**src/rtl/kwdt_pkg.sv**
```systemverilog
package kwdt_pkg;

  // Width of the tick counter.
  localparam int COUNT_WIDTH = 16;
  // Width used to compare the counter against the 16-bit match value.
  localparam int CMP_WIDTH = (COUNT_WIDTH > 16) ? COUNT_WIDTH : 16;

  // Item kinds carried on in_tuser.
  localparam logic [1:0] MODE_TICK  = 2'd0;
  localparam logic [1:0] MODE_WRITE = 2'd1;
  localparam logic [1:0] MODE_READ  = 2'd2;

  // Register byte offsets.
  localparam logic [7:0] OFS_FIRST  = 8'hb0;
  localparam logic [7:0] OFS_SECOND = 8'hb4;
  localparam logic [7:0] OFS_ENABLE = 8'hb8;
  localparam logic [7:0] OFS_MATCH  = 8'hbc;
  localparam logic [7:0] OFS_STATUS = 8'hc0;
  localparam logic [7:0] OFS_CLEAR  = 8'hc8;
  localparam logic [7:0] OFS_VALUE  = 8'hcc;

  // Unlock keys and reset values.
  localparam logic [15:0] KEY_FIRST   = 16'hbaba;
  localparam logic [15:0] KEY_SECOND  = 16'heb10;
  localparam logic [15:0] MATCH_RESET = 16'hffff;
  localparam logic [1:0]  ENABLE_MASK = 2'h3;

  // Unlock sequence stages.
  localparam logic [1:0] STAGE_LOCKED = 2'd0;
  localparam logic [1:0] STAGE_FIRST  = 2'd1;
  localparam logic [1:0] STAGE_OPEN   = 2'd2;

  typedef struct packed {
    logic [1:0]  mode;
    logic [7:0]  register_offset;
    logic [15:0] write_data;
  } kwdt_item_t;

  typedef struct packed {
    logic [15:0] read_data;
    logic        reset_pulse;
    logic        expired;
  } kwdt_res_t;

endpackage

```
**src/rtl/kwdt_in_reg.sv**
```systemverilog
module kwdt_in_reg import kwdt_pkg::*; (
  input  logic       clk,
  input  logic       rst_n,
  input  logic       in_tvalid,
  output logic       in_tready,
  input  kwdt_item_t in_item,
  input  logic       adv,
  output logic       item_valid,
  output kwdt_item_t item
);

  logic       valid_r, valid_nxt;
  kwdt_item_t item_r;

  // The register may load whenever it is empty or its beat moves on.
  assign in_tready = !valid_r || adv;

  always_comb begin
    valid_nxt = valid_r;
    if (in_tvalid && in_tready) begin
      valid_nxt = 1'b1;
    end else if (adv) begin
      valid_nxt = 1'b0;
    end
  end

  always_ff @(posedge clk) begin
    if (!rst_n) begin
      valid_r <= 1'b0;
    end else begin
      valid_r <= valid_nxt;
    end
  end

  // Payload needs no reset.
  always_ff @(posedge clk) begin
    if (in_tvalid && in_tready) begin
      item_r <= in_item;
    end
  end

  assign item_valid = valid_r;
  assign item       = item_r;

endmodule

```
**src/rtl/kwdt_core.sv**
```systemverilog
module kwdt_core import kwdt_pkg::*; (
  input  logic       clk,
  input  logic       rst_n,
  input  logic       adv,
  input  kwdt_item_t item,
  output kwdt_res_t  res
);

  logic [1:0]             stage_r, stage_nxt;
  logic [15:0]            match_r, match_nxt;
  logic [1:0]             enable_r, enable_nxt;
  logic [COUNT_WIDTH-1:0] count_r, count_nxt;
  logic                   status_r, status_nxt;

  logic [COUNT_WIDTH-1:0] count_inc;
  logic [CMP_WIDTH-1:0]   count_ext;
  logic [CMP_WIDTH-1:0]   inc_ext;
  logic [CMP_WIDTH-1:0]   match_ext;
  logic                   open;

  assign count_inc = count_r + COUNT_WIDTH'(1);
  assign inc_ext   = CMP_WIDTH'(count_inc);
  assign count_ext = CMP_WIDTH'(count_r);
  assign match_ext = CMP_WIDTH'(match_r);
  assign open      = (stage_r == STAGE_OPEN);

  // Next state and result for the beat in the input register.
  always_comb begin
    stage_nxt       = stage_r;
    match_nxt       = match_r;
    enable_nxt      = enable_r;
    count_nxt       = count_r;
    status_nxt      = status_r;
    res.read_data   = 16'h0000;
    res.reset_pulse = 1'b0;
    case (item.mode)
      MODE_TICK: begin
        if (enable_r[0]) begin
          count_nxt = count_inc;
          if (inc_ext == match_ext) begin
            status_nxt      = 1'b1;
            res.reset_pulse = enable_r[1];
          end
        end
      end
      MODE_WRITE: begin
        if (item.register_offset == OFS_FIRST) begin
          stage_nxt = (item.write_data == KEY_FIRST) ? STAGE_FIRST : STAGE_LOCKED;
        end else if (item.register_offset == OFS_SECOND) begin
          stage_nxt = (item.write_data == KEY_SECOND && stage_r == STAGE_FIRST) ?
                      STAGE_OPEN : STAGE_LOCKED;
        end else begin
          // Any other write consumes the unlock, whether or not it lands.
          stage_nxt = STAGE_LOCKED;
          if (open) begin
            case (item.register_offset)
              OFS_ENABLE: enable_nxt = item.write_data[1:0] & ENABLE_MASK;
              OFS_MATCH:  match_nxt  = item.write_data;
              OFS_STATUS: status_nxt = item.write_data[0];
              OFS_CLEAR: begin
                if (item.write_data[0]) begin
                  count_nxt = '0;
                end
              end
              default: ;
            endcase
          end
        end
      end
      MODE_READ: begin
        case (item.register_offset)
          OFS_ENABLE: res.read_data = {14'h0000, enable_r};
          OFS_MATCH:  res.read_data = match_r;
          OFS_STATUS: res.read_data = {15'h0000, status_r};
          OFS_VALUE:  res.read_data = count_ext[15:0];
          default:    res.read_data = 16'h0000;
        endcase
      end
      default: ;
    endcase
    res.expired = status_nxt;
  end

  // Watchdog state advances only when the beat moves to the output.
  always_ff @(posedge clk) begin
    if (!rst_n) begin
      stage_r  <= STAGE_LOCKED;
      match_r  <= MATCH_RESET;
      enable_r <= 2'b00;
      count_r  <= '0;
      status_r <= 1'b0;
    end else if (adv) begin
      stage_r  <= stage_nxt;
      match_r  <= match_nxt;
      enable_r <= enable_nxt;
      count_r  <= count_nxt;
      status_r <= status_nxt;
    end
  end

endmodule

```
**src/rtl/keyed_watchdog_timer.sv**
```systemverilog
// A beat waits in the input register, then its result is held in the output register.
// Throughput: one beat per cycle while the output is drained; while a result waits
// to be taken, a new beat is still taken as long as the input register is empty.
// Reset (rst_n low, synchronous): both channels empty, unlock locked,
// match value 0xffff, counter stopped and zero, status flag clear.
module keyed_watchdog_timer import kwdt_pkg::*; (
  input  logic        clk,
  input  logic        rst_n,
  input  logic        in_tvalid,
  output logic        in_tready,
  input  logic [23:0] in_tdata,   // [7:0] register_offset, [23:8] write_data
  input  logic [1:0]  in_tuser,   // [1:0] mode
  output logic        out_tvalid,
  input  logic        out_tready,
  output logic [23:0] out_tdata   // [15:0] read_data, [16] reset_pulse, [17] expired,
                                  // [23:18] zero
);

  kwdt_item_t in_item;
  kwdt_item_t item;
  logic       item_valid;
  logic       adv;
  kwdt_res_t  res;
  kwdt_res_t  out_res_r;
  logic       out_valid_r, out_valid_nxt;

  assign in_item.mode            = in_tuser;
  assign in_item.register_offset = in_tdata[7:0];
  assign in_item.write_data      = in_tdata[23:8];

  // A beat moves on when the output register is free or is being drained.
  assign adv = item_valid && (!out_valid_r || out_tready);

  kwdt_in_reg u_in_reg (
    .clk        (clk),
    .rst_n      (rst_n),
    .in_tvalid  (in_tvalid),
    .in_tready  (in_tready),
    .in_item    (in_item),
    .adv        (adv),
    .item_valid (item_valid),
    .item       (item)
  );

  kwdt_core u_core (
    .clk   (clk),
    .rst_n (rst_n),
    .adv   (adv),
    .item  (item),
    .res   (res)
  );

  // Output register.
  always_comb begin
    out_valid_nxt = out_valid_r;
    if (adv) begin
      out_valid_nxt = 1'b1;
    end else if (out_tready) begin
      out_valid_nxt = 1'b0;
    end
  end

  always_ff @(posedge clk) begin
    if (!rst_n) begin
      out_valid_r <= 1'b0;
    end else begin
      out_valid_r <= out_valid_nxt;
    end
  end

  always_ff @(posedge clk) begin
    if (adv) begin
      out_res_r <= res;
    end
  end

  assign out_tvalid = out_valid_r;
  assign out_tdata  = {6'b000000, out_res_r.expired, out_res_r.reset_pulse,
                       out_res_r.read_data};

  // A reset pulse always comes with the status flag set.
  assert property (@(posedge clk) disable iff (!rst_n)
    out_tvalid && out_tdata[16] |-> out_tdata[17])
    else $error("reset pulse without status flag");

  // Only a read beat returns nonzero read data.
  assert property (@(posedge clk) disable iff (!rst_n)
    adv && item.mode != MODE_READ |=> out_res_r.read_data == 16'h0000)
    else $error("nonzero read data on a non-read beat");

  // Only a tick beat can raise the reset pulse.
  assert property (@(posedge clk) disable iff (!rst_n)
    adv && item.mode != MODE_TICK |=> !out_res_r.reset_pulse)
    else $error("reset pulse on a non-tick beat");

  // A stalled beat in the input register stays there.
  assert property (@(posedge clk) disable iff (!rst_n)
    item_valid && !adv |=> item_valid)
    else $error("input beat lost while stalled");

endmodule
```
**config.mk**
```make
export PLATFORM = sky130hd
export DESIGN_NAME = keyed_watchdog_timer
export DESIGN_NICKNAME = d
export VERILOG_FILES = /design/src/rtl/kwdt_pkg.sv /design/src/rtl/kwdt_in_reg.sv /design/src/rtl/kwdt_core.sv /design/src/rtl/keyed_watchdog_timer.sv
export SDC_FILE = /design/constraint.sdc
export NUM_CORES = 1
export LEC_CHECK = 0
export BUFFER_PORTS_ARGS = -buffer_cell sky130_fd_sc_hd__clkbuf_2
export CELL_PAD_IN_SITES_DETAIL_PLACEMENT = 1
export CELL_PAD_IN_SITES_GLOBAL_PLACEMENT = 2
export CORE_MARGIN = 8
export CORE_UTILIZATION = 24
export CTS_CLUSTER_DIAMETER = 80
export DETAILED_ROUTE_END_ITERATION = 8
export GPL_ROUTABILITY_DRIVEN = 0
export PLACE_DENSITY = 0.61
export SLEW_MARGIN = 20
export SYNTH_ARGS = -nofsm -noshare
export SYNTH_HDL_FRONTEND = slang
export SYNTH_HIERARCHICAL = 1
export SYNTH_SLANG_ARGS = --single-unit
```
**constraint.sdc**
```tcl
create_clock -name clk -period 6.58 [get_ports clk]
set_input_delay 0.658 -clock clk [delete_from_list [all_inputs] [get_ports clk]]
set_output_delay 0.658 -clock clk [all_outputs]
set_load 0.05 [all_outputs]
```
==> impl_summary.txt, run 1 <==
----------------------------------------------------
[Outcome]
  Run status ... finished clean

[Detailed routing]
  Routed via count divided by cell count ... 4.67
  WL per Instance ... around 17 um
  Via Count ... 3113
  Remaining routing DRC violations ... 0
  Length of the first detailed-routing pass in iterations ... 4
  Met3 routed WL ... 562 um
  Drt initial violations ... 192
  Routed met1 length ... around 5.5 mm
  DRT Wirelength ... approximately 11 mm
  Met2 Routed Length ... 4.89 mm
  Routed Antenna Nets ... 0
  Top metal layer carrying routed signals ... met4

[Power]
  Reported leakage power ... 1.71 nW
  Total power density per cell area ... approximately 240 nW/um2
  Worst IR Drop VDD ... 0.124 mV

[Clocking]
  TritonCTS buffer count ... 9
  Cell at the root of the clock tree ... clkbuf_16
  CTS-repair resized insts ... 0
  H-tree level count ... 3
  Clock transition at path regs ... 0.06 ns
  Number of buffers added to fix hold violations after cts ... 0
  Setup bufs post-CTS ... 0
  Clk sinks ... a little over 80
  CTS tree ... built
  Clock latency of the later-clocked register in the worst-skew pair ... about 0.34 ns
  CTS max path bufs ... 2

[Logic synthesis]
  Summed instance area of the synthesized netlist ... 4090 um2
  Yosys synthesis warning count ... 6
  Most used flip-flop cell after synthesis ... edfxtp_1
  Count of state elements after synthesis ... 83
  Async set-or-reset flop fraction in the synthesized netlist ... 0%
  Share of synthesized area occupied by flip-flops and latches ... 51.4%
  Distinct cell type count of the synthesized netlist ... 66
  Number of enable-type register cells in the synthesized netlist ... 44
  Count of mapped cells out of synthesis ... 406
  Mapped Avg Cell Area ... 10.1 um2

[Setup path]
  Critical path class ... reg2reg
  Arrival time at the worst endpoint ... 3.29 ns
  Reg2reg start ... u_in_reg/item_valid
  Type of element capturing the critical path ... flip-flop
  CP endpoint ... u_core/count_ext[7]
  Required time of the worst setup path ... 6.84 ns
  Reg2Reg Depth ... 5
  Terminus of the critical flop-to-flop path ... u_core/count_ext[7]
  Startpoint Class ... flip-flop
  Startpoint of the worst setup timing path ... u_in_reg/item_valid
  Critical Path Fanout Max ... 27
  Worst reg-to-reg setup slack ... 3.55 ns

[Floorplanning]
  Starting utilization of the core area ... 24.6%
  Vertical extent of the die ... 147 um
  Floorplan core area ... 16600 um2
  Area of the die ... 21500 um2
  Chip Width ... 147 um
  Row count ... 47
  Top Ports ... 56

[Hold path]
  Hold/Removal Path Class ... in2reg
  Critical hold path startpoint ... in_tdata[13]
  Worst hold path depth ... 1

[STA]
  Setup total negative slack ... 0 ns
  Share of the cycle needed by the critical path after routing ... 46.0%
  Normalized max-slew margin ... 39.7%
  Final Setup Violations ... 0
  Worst hold margin ... 0.490 ns
  Slew Viols, Final ... 0
  Clock skew ... 0.00917 ns
  Worst-Margin Slew ... roughly 0.9 ns
  RSZ-0062 raised after global routing ... false
  Min Clock Period, post-route ... between 3 and 4 ns
  Number of endpoints with negative hold slack in the final report ... 0
  Upper clock frequency limit ... 330 MHz

[GRT]
  Maximum number of pins on one net before global-route repair ... 40
  Wire length of the first global-routing pass ... 18.2 mm
  Aggregate global routing overflow ... 0
  Initial antenna violation count ... 0
  Via count of the first global-routing pass ... approximately 3300
  Combined global-route utilization of all metal layers ... 10.6%

[Place]
  IO Port Bufs ... 49
  Cell area after placement ... 4490 um2
  HPWL after detailed placement ... a little over 8 mm

[Layout]
  Share of cells above drive strength 1 ... 20.1%
  Area growth, synth to finish ... 17.1%
  Cell area after layout ... between 4000 and 5000 um2
  Final layout net count ... around 470
  Antenna Cells ... 0

[Job]
  Reported max-cap violation count ... 0

----------------------------------------------------
-- where the power goes --
group	total (mW)	switching (mW)	internal (mW)	leakage (nW)
logic	0.0651	0.0470	0.0181	0.819
clock network	0.503	0.209	0.294	0.140
registers	0.573	0.0105	0.563	0.749
total	1.14	0.266	0.875	1.71
-- flip-flops by register name, indices dropped and copies added, names as in the netlist --
signal / cells
out_tdata: 18
out_tvalid: 1
u_core/count_ext: 16
u_core/enable_r: 2
u_core/match_ext: 16
u_core/stage_r: 2
u_core/status_r: 1
u_in_reg/item: 26
u_in_reg/item_valid: 1
-- worst max-delay path: stages (launching register included) --
cell and delay (ns):
dfxtp_1 0.40, nor2b_4 0.57, nor2b_1 0.46, nand2_1 0.61, or4_2 0.73, a21boi_0 0.17
-- kinds of logic after synthesis --
| kind of cell | count (synthesis) | share of synthesized area [%] |
|---|---|---|
| simple gates | 188 | 25.8 |
| flops | 83 | 51.4 |
| compound gates | 72 | 12.4 |
| buf+inv | 35 | 4.25 |
| xor+xnor | 20 | 4.28 |
| mux | 6 | 1.50 |
| fa+ha+maj | 1 | 0.306 |
| other cells | 1 | 0.0916 |
-- layer usage --
| layer | track usage [%] | vias up |
|---|---|---|
| met5 | 0 | - |
| met4 | 2.89 | 0 |
| met3 | 3.86 | 8 |
| met2 | 16.0 | 76 |
| met1 | 14.0 | 1482 |
| li1 | - | 1547 |
-- cells in the mapped netlist, types with 2 or more instances --
master,number,area (um2)
or4b_1,2,20.0
and4_1,3,26.3
a211oi_2,2,25.0
clkbuf_1,15,56.3
or3_1,6,37.5
nor2b_1,10,62.6
a21boi_1,3,22.5
dfxtp_1,39,781
xnor2_1,11,96.3
or4_1,6,45.0
a22oi_1,16,120
mux2i_1,5,50.1
buf_2,7,35.0
nor2_1,38,143
nand2_1,47,176
edfxtp_1,44,1320
o31ai_1,3,22.5
o221a_2,3,33.8
xor2_1,9,78.8
o21ai_0,17,85.1
buf_4,9,67.6
nand3_1,26,130
nor4_1,6,37.5
nand4_1,6,37.5
nand3b_1,2,15.0
and3_1,5,31.3
and2_1,3,18.8
inv_1,3,11.3
a21boi_0,9,67.6
nand4_2,2,25.0
nor3_1,5,25.0
a21oi_1,10,50.1
-- layout by cell type (no fill, tap or decap), types with 5 or more instances in the layout --
master and n:
a22oi_1 16, or4_1 6, nor2b_1 9, clkbuf_16 9
conb_1 6, and3_1 5, nand2_1 47, dfxtp_1 39
clkbuf_2 49, nor4_1 6, nand3_1 26, edfxtp_1 44
mux2i_1 5, nand4_1 6, a21boi_0 9, xnor2_1 11
or3_1 6, nor3_1 5, a21oi_1 10, xor2_1 9
nor2_1 38, o21ai_0 16
-- area by class of cell --
cell class,count,area [um2]
Fill cell,1918,11900
Sequential cell,83,2100
Multi-Input combinational cell,293,1840
Tap cell,220,275
Timing Repair Buffer,52,268
Clock buffer,10,229
Clock inverter,6,63.8
Inverter,3,11.3
-- stage by stage --
step                      setup slack [ns]  std cells  power [mW]  utilization, %
after floorplan                       3.39        411       0.630               -
after global placement                2.99        651       0.649            27.0
after detailed placement              2.80        651       0.651            27.0
after CTS                             3.13        667        1.16            28.8
after global routing                  3.23        667        1.19            28.8
final                                 3.55        667        1.14            28.8
-- how the worst min path moves through the flow --
stage	endpoint
after CTS	u_in_reg/item[5]
final	u_in_reg/item[5]
after global placement	u_core/match_ext[6]
after global routing	u_in_reg/item[6]
after floorplan	u_core/match_ext[9]
after detailed placement	u_core/match_ext[11]
No activity file was read; power rests on OpenSTA's default activity.
==> run 2: changes to the inputs <==
clock period = 3 ns   (was 6.58 ns; I/O delays follow)
==> impl_summary.txt, run 2 (synthesized netlist as in run 1, its figures left out) <==
----------------------------------------------------
[Outcome]
  Run status ... finished clean

[STA]
  Final Setup Violations ... 0
  Worst-Margin Slew ... 0.839 ns
  Setup total negative slack ... 0 ns
  Clock skew ... 0.0115 ns
  Min Clock Period, post-route ... about 2.6 ns
  Share of the cycle needed by the critical path after routing ... 86.7%
  Setup ws final ... 0.398 ns
  Worst hold margin ... 0.124 ns
  Normalized max-slew margin ... around 44%
  Number of endpoints with negative hold slack in the final report ... 0
  Slew Viols, Final ... 0
  Upper clock frequency limit ... 384 MHz
  RSZ-0062 raised after global routing ... false

[Setup path]
  Cell breakdown of the critical path ... ha_1 -> and3_4 -> and3_1 -> mux2_2 -> nor4_1 -> nand4_2 -> a22oi_1
  Critical path class ... reg2reg
  Critical Path Slowest Stage Cell ... dfxtp_1
  Type of element capturing the critical path ... flip-flop
  Worst path max stage delay ... 0.50 ns
  Startpoint Class ... flip-flop
  Required time of the worst setup path ... 3.18 ns
  Critical Path Fanout Max ... 8
  Arrival time at the worst endpoint ... 2.78 ns

[Detailed routing]
  WL per Instance ... 17.1 um
  Remaining routing DRC violations ... 0
  Routed via count divided by cell count ... 4.75
  Routed Antenna Nets ... 0
  DRT Wirelength ... 11.5 mm
  Via Count ... 3195
  Length of the first detailed-routing pass in iterations ... 5
  Drt initial violations ... 144

[Layout]
  Most common library cell in the layout ignoring fill and taps ... clkbuf_2
  Share of cells above drive strength 1 ... between 20% and 30%
  Antenna Cells ... 0
  Area growth, synth to finish ... 17.9%
  Final layout net count ... 478
  Commonest cells after routing, fill and taps aside ... clkbuf_2, nand2_1, edfxtp_1
  Max FFs per register ... 26
  Cell area after layout ... 4830 um2
  Util after Layout ... 29.0%
  Post-route insts no fill ... 672

[Floorplanning]
  Vertical extent of the die ... between 100 and 150 um
  Starting utilization of the core area ... around a quarter
  Chip Width ... 147 um
  Row count ... 47
  Area of the die ... 21500 um2
  Top Ports ... 56
  Floorplan core area ... 16600 um2

[Power]
  Reported leakage power ... 1.73 nW
  Cell-internal power ... a little under 2 mW
  Total power density per cell area ... 523 nW/um2
  Net Switching ... 599 uW
  Net Sw Frac ... 23.7%
  Clock power share ... 44.4%
  Sequential fraction of design power ... 49.8%
  Comb power frac ... 5.8%
  Post-layout total power ... around 2.5 mW
  Worst IR Drop VDD ... approximately 0.33 mV

[Place]
  Placed insts ... 656
  Worst setup slack before clock tree synthesis ... 0.381 ns
  IO Port Bufs ... 49
  HPWL after detailed placement ... 8.42 mm
  Cell area after placement ... 4530 um2

[Clocking]
  Number of buffers added to fix hold violations after cts ... 0
  Cell at the root of the clock tree ... clkbuf_16
  Clock latency of the later-clocked register in the worst-skew pair ... 0.35 ns
  TritonCTS buffer count ... 9
  CTS max path bufs ... 2
  Clock transition at path regs ... around 0.060 ns
  CTS-repair resized insts ... 0
  Setup bufs post-CTS ... 0
  CTS tree ... built
  H-tree level count ... 3
  Clk sinks ... 83

[GRT]
  Maximum number of pins on one net before global-route repair ... 40
  Combined global-route utilization of all metal layers ... 11.0%
  Via count of the first global-routing pass ... 3419
  Wire length of the first global-routing pass ... 18.7 mm
  Aggregate global routing overflow ... 0
  Initial antenna violation count ... 0

[Hold path]
  Hold/Removal Path Class ... in2reg

[Job]
  Reported max-cap violation count ... 0

----------------------------------------------------
run 2: layout make-up:
cell class                      count  area (um2)
Fill cell                        1910       11800
Tap cell                          220         275
Clock buffer                       11         233
Clock inverter                      5        61.3
Multi-Input combinational cell    293        1840
Sequential cell                    83        2100
Timing Repair Buffer               57         305
Inverter                            3        11.3
run 2: power groups by stage:
stage	Sequential, mW	Clock (mW)	Combinational [mW]
after floorplan	1.31	0	0.0768
after global placement	1.28	0	0.146
after detailed placement	1.28	0	0.148
after CTS	1.26	1.17	0.148
after global routing	1.26	1.21	0.157
final	1.26	1.12	0.146
run 2: worst paths after layout:
check | depth (start not counted) | start | endpoint | slack, ns
min reg2reg | 2 | u_in_reg/item[9] | u_core/match_ext[9] | 0.50
max reg2reg | 7 | u_core/count_ext[0] | out_tdata[17] | 0.40
min | 1 | in_tdata[15] | u_in_reg/item[7] | 0.12
max | 7 | u_core/count_ext[0] | out_tdata[17] | 0.40
run 2: routing by layer:
layer	wire, um	track usage, %
met2	5190	17.4
met5	0	0
met3	581	3.65
met1	5520	13.5
met4	190	4.22
run 2: critical path, delay by kind of cell, from the launching register on:
kind	cells	cell delay, ns
mux	1	0.35
compound gates	1	0.23
flops	1	0.50
fa+ha+maj	1	0.35
simple gates	4	1.00
